==> src/design/kbib_pkg.sv <==
// Shared types, sizes and codes for the k-mer bucket index builder.
// No dependencies; used by every module of the block.
package kbib_pkg;

  // sizing
  localparam int KMER_BITS       = 12;
  localparam int STORE_ADDR_BITS = 16;
  localparam int OFFSET_BITS     = 32;
  localparam int NUM_BINS        = 1 << KMER_BITS;
  localparam int STORE_SIZE      = 1 << STORE_ADDR_BITS;
  localparam int COUNT_W         = STORE_ADDR_BITS + 1;

  // stream field widths
  localparam int CMD_W     = 2;
  localparam int KMER_ID_W = 12;
  localparam int OFFSET_W  = 32;
  localparam int ENTRY_W   = 16;
  localparam int STATUS_W  = 3;
  localparam int MCOUNT_W  = 17;
  localparam int BASE_W    = 16;
  localparam int VALUE_W   = 32;

  // tdata layout, first field in the low bits
  localparam int IN_FIELDS_W = KMER_ID_W + OFFSET_W + ENTRY_W;
  localparam int IN_DATA_W   = ((IN_FIELDS_W + 7) / 8) * 8;
  localparam int ID_LSB      = 0;
  localparam int OFF_LSB     = ID_LSB + KMER_ID_W;
  localparam int IDX_LSB     = OFF_LSB + OFFSET_W;

  localparam int OUT_FIELDS_W = MCOUNT_W + BASE_W + VALUE_W;
  localparam int OUT_DATA_W   = ((OUT_FIELDS_W + 7) / 8) * 8;
  localparam int OUT_PAD_W    = OUT_DATA_W - OUT_FIELDS_W;

  // compare width for entry index against the running total
  localparam int CMP_W = (ENTRY_W > COUNT_W) ? ENTRY_W : COUNT_W;

  typedef enum logic [CMD_W-1:0] {
    CMD_COUNT = 2'd0,
    CMD_ADD   = 2'd1,
    CMD_QUERY = 2'd2,
    CMD_READ  = 2'd3
  } cmd_t;

  typedef enum logic [STATUS_W-1:0] {
    ST_OK         = 3'd0,
    ST_OVERFLOW   = 3'd1,
    ST_BIN_FULL   = 3'd2,
    ST_COUNT_LATE = 3'd3,
    ST_PENDING    = 3'd4,
    ST_RANGE      = 3'd5
  } status_t;

  typedef enum logic [2:0] {
    S_CLEAR,
    S_IDLE,
    S_EXEC,
    S_LAYOUT,
    S_REREAD
  } state_t;

  // controller -> datapath
  typedef struct packed {
    logic accept;
    logic clear;
    logic layout;
    logic exec;
  } ctrl_cmd_t;

  // datapath -> controller
  typedef struct packed {
    logic clear_last;
    logic layout_last;
    logic layout_done;
    logic in_is_add;
    logic out_busy;
  } ctrl_stat_t;

endpackage

==> src/design/kbib_ctrl.sv <==
// Sequencer for the k-mer bucket index builder: clear sweep, accept, layout, execute.
// Depends on kbib_pkg.
module kbib_ctrl (
  input  logic                clk,
  input  logic                rst,
  input  logic                in_valid,
  output logic                in_ready,
  input  kbib_pkg::ctrl_stat_t stat,
  output kbib_pkg::ctrl_cmd_t  cmd
);

  kbib_pkg::state_t state, state_next;

  always_ff @(posedge clk) begin
    if (rst) begin
      state <= kbib_pkg::S_CLEAR;
    end else begin
      state <= state_next;
    end
  end

  always_comb begin
    state_next = state;
    cmd        = '0;
    in_ready   = 1'b0;
    case (state)
      kbib_pkg::S_CLEAR: begin
        cmd.clear = 1'b1;
        if (stat.clear_last) state_next = kbib_pkg::S_IDLE;
      end
      kbib_pkg::S_IDLE: begin
        in_ready   = 1'b1;
        cmd.accept = in_valid;
        if (in_valid) begin
          // first add triggers the prefix-sum pass
          if (stat.in_is_add && !stat.layout_done) state_next = kbib_pkg::S_LAYOUT;
          else state_next = kbib_pkg::S_EXEC;
        end
      end
      kbib_pkg::S_LAYOUT: begin
        cmd.layout = 1'b1;
        if (stat.layout_last) state_next = kbib_pkg::S_REREAD;
      end
      kbib_pkg::S_REREAD: begin
        // bin address is back on the read port; data lands for EXEC
        state_next = kbib_pkg::S_EXEC;
      end
      kbib_pkg::S_EXEC: begin
        if (!stat.out_busy) begin
          cmd.exec   = 1'b1;
          state_next = kbib_pkg::S_IDLE;
        end
      end
      default: begin
        state_next = kbib_pkg::S_IDLE;
      end
    endcase
  end

endmodule

==> config.mk <==
export PLATFORM = sky130hd
export DESIGN_NAME = kbib_ctrl
export DESIGN_NICKNAME = d
export VERILOG_FILES = /design/src/design/kbib_pkg.sv /design/src/design/kbib_ctrl.sv
export SDC_FILE = /design/constraint.sdc
export NUM_CORES = 1
export LEC_CHECK = 0
export ABC_AREA = 1
export BUFFER_PORTS_ARGS = -buffer_cell sky130_fd_sc_hd__buf_2
export CAP_MARGIN = 30
export CORE_AREA = 2 2 39 41
export DETAILED_ROUTE_END_ITERATION = 10
export DIE_AREA = 0 0 41 43
export SLEW_MARGIN = 10
export SYNTH_ARGS = -nofsm -noshare
export SYNTH_HDL_FRONTEND = slang
export SYNTH_SLANG_ARGS = --single-unit
==> constraint.sdc <==
create_clock -name clk -period 1.8 [get_ports clk]
set_input_delay 0.36 -clock clk [delete_from_list [all_inputs] [get_ports clk]]
set_output_delay 0.36 -clock clk [all_outputs]
set_load 0.02 [all_outputs]
* Yosys cells after proc, flatten, opt, wreduce, memory -nomap -nowiden
Cells that the tools add are included.
** Operators by class
- Equal/unequal tests :: 8
- Mux-type cells :: 12
- Reduce and logical (&&, ||, !) cells :: 4
** Operators by type and width (number)
- $pmux 3 s5 :: 1
- $mux 3 :: 4
- $ne 2x2->1 const B :: 4
- $mux 1 :: 7
- $eq 3x2->1 const B :: 2
- $reduce_and 4->1 :: 1
- $eq 3x1->1 const B :: 1
- $eq 3x3->1 const B :: 1
- $logic_not 3->1 :: 1
- $logic_and 1x1->1 :: 1
- $logic_not 1->1 :: 1
** Word-level totals
- Register bits after elaboration :: 3
- Input port bits :: 8
- Output and inout bits :: 5
- Word-level logic and storage cells :: 25

* Logic depth before layout (Yosys ltp)
- Word-level depth :: 5
- Gate-level depth with buffers :: 9
- Gate-level depth less buffers :: 9

* Least setup slack after synthesis
OpenSTA, ideal clock, no wires.
- Kind :: reg-to-output
- Start :: reg state[1]
- End :: out cmd[0] (netlist name)
- Data required time :: 1.440 ns
- Slack :: 0.246 ns
- Cell stages (with the launch flop) :: 3
- Data arrival time :: 1.194 ns
- Path buffers :: 0
- Path through :: dfxtp_1 inv_1 nor4_1
** RTL lines
- from (decl) :: RTL line kbib_ctrl.sv:12 : kbib_pkg::state_t state, state_next;
- from (signal assigned) :: RTL line kbib_ctrl.sv:16 : state <= kbib_pkg::S_CLEAR;
- from (signal assigned) :: RTL line kbib_ctrl.sv:18 : state <= state_next;
- to (decl) :: RTL line kbib_ctrl.sv:9 : output kbib_pkg::ctrl_cmd_t cmd

==> run metrics <==
status=complete, no violations; Seq. cell area=60.1 sq um; Crit Path Category=reg -> out; maximum root-to-sink buffer count=2; Die ar.=1760 sq um; register area share after synthesis=21.7%; Final Core Density=27.1%; Resized cells post-CTS=0; # IOs=13; worst setup margin=244 ps; DIE WIDTH=41 microns; GRT overflow=0; CP Cell Sequence=inv_1, nor4_1, buf_2; post-DP HPWL=466 microns; Clock Skew=3.44 ps; area leader, netlist=dfxtp_1; ANT cells=0; crit path capture type=output pin; DR pass1 iterations=2; CTS Buf Count=3; Slew @ Worst Pin=291 ps; VDD IR-drop max=0.000311 V; Tcrit/Tclk final=86.5%; RSZ-0062 raised after global routing=no; Crit path required time=1440 ps; Syn. warnings=0; CP Data Arrival Time=1200 ps; library cells used by synthesis=13; first-pass GRT wire length=1000 microns; min cycle time layout=1560 ps; antenna violations before repair=0; Most flops, register=state; CORE AREA=1380 sq um; All-Layer GR Usage=9.14%; Antenna Nets Post-Route=0; layout cells sized above 1=38.7%; Starting Density=20.0%; PwrDens=1460 nW/um^2; setup violators final=0; worst path buffer plus inverter count=2; Cell Area, Synth=277 sq um; Sink Count=3; Synth area leaders=dfxtp_1 (22%), inv_1 (14%), nand2_1 (12%); via/cell ratio=4.08; Layout Nets=71; worst relative slew slack=80.6%; most numerous cell in the Yosys netlist=inv_1; Iter 0 DRT Violations=2; vias in the first global route=286; max FFs per register=3; synth-to-layout area growth=35.7%; final hold slack=305 ps; clk root buf=clkbuf_4; setup repair bufs after CTS=0; most frequent cells after synthesis=inv_1 (10), nand2_1 (9), nor2_1 (9); setup TNS=0 ps; post-synth top area share=21.7%; syn_nets=55; GP Congestion=0.678; Vert. Die Dim=43 microns; FP Rows=14; f_max=642 MHz; clock slew at reported path FFs=40 ps; WL/cell=7.42 microns; PortBufs=12; biggest regs=state: 3 flops; Post-synth ARST share=0%; fill count=172; max-slew violations=0; Post-synth EDFFs=0; Routed WL=579 microns; HP Class=in -> reg; via count=318; CP max stage delay=430 ps; H-tree depth=1; Synth Flop Type=dfxtp_1; Crit-path slowest cell=dfxtp_1; post-synthesis register bit count=3; worst-path maximum fanout=7; Mapped Cells=47; CTS tree=yes; worst-skew pair later-pin latency=240 ps; max cap viols=0; Avg Inst Size Synth=5.88 sq um; Multi-input gate area=168 sq um; delay-heaviest family, CP=flip-flops; DP Worst Slack=483 ps; DRC Markers=0; Startpoint Class=register; cell leakage power=0.222 nW; # hold bufs at CTS=0; final hold violations=0; largest net degree at the start of global routing=9
## metal layers
layer | up-vias | share of wire, % | global-route usage [%]
met5 | - | 0 | 0
met4 | 0 | 0 | 10.0
met3 | 0 | 5.2 | 4.71
met2 | 6 | 56 | 13.4
met1 | 143 | 39 | 7.72
li1 | 169 | - | -
## placed cells by master, fill, tap and decap left out, types with 2 or more instances in the layout
cell / count
inv_1: 10
buf_2: 12
nand3_1: 3
dfxtp_1: 3
nand2_1: 9
clkbuf_4: 3
nand2_2: 4
nor2_4: 2
nand3_2: 2
nor2_1: 9
## report_power, final
group | internal, W | switching [W] | total [W]
combinational | 0.000111 | 0.000189 | 0.000300
clock | 0.0000833 | 0.0000377 | 0.000121
sequential | 0.0000869 | 0.0000406 | 0.000127
total | 0.000281 | 0.000267 | 0.000548
## layout make-up
class / instances / area share (%)
multi-input cells: 32 / 44.7
clock buffers: 4 / 7.00
flip-flops and latches: 3 / 16.0
inverters: 11 / 11.0
repair buffers: 12 / 16.0
well taps: 16 / 5.33
## final timing paths
check / from / to / cells after the start / slack, ps
max: state[1] / cmd[0] / 3 / 240
min: rst / state[2] / 2 / 310
max reg2reg: state[0] / state[1] / 7 / 640
min reg2reg: state[1] / state[1] / 2 / 570
## metrics by stage
stage               instance area, sq um  total power, W  std cells
floorplan                            277        0.000371         47
global placement                     349        0.000429         74
detailed placement                   349        0.000432         74
CTS                                  375        0.000556         78
global route                         375        0.000605         78
finish                               375        0.000548         78
## logic make-up after synthesis
kind of cell | share of synthesized area (%)
AND/OR/NAND/NOR | 60.6
flip-flops | 21.7
buffers and inverters | 17.6
No activity file was read; power rests on OpenSTA's default activity.
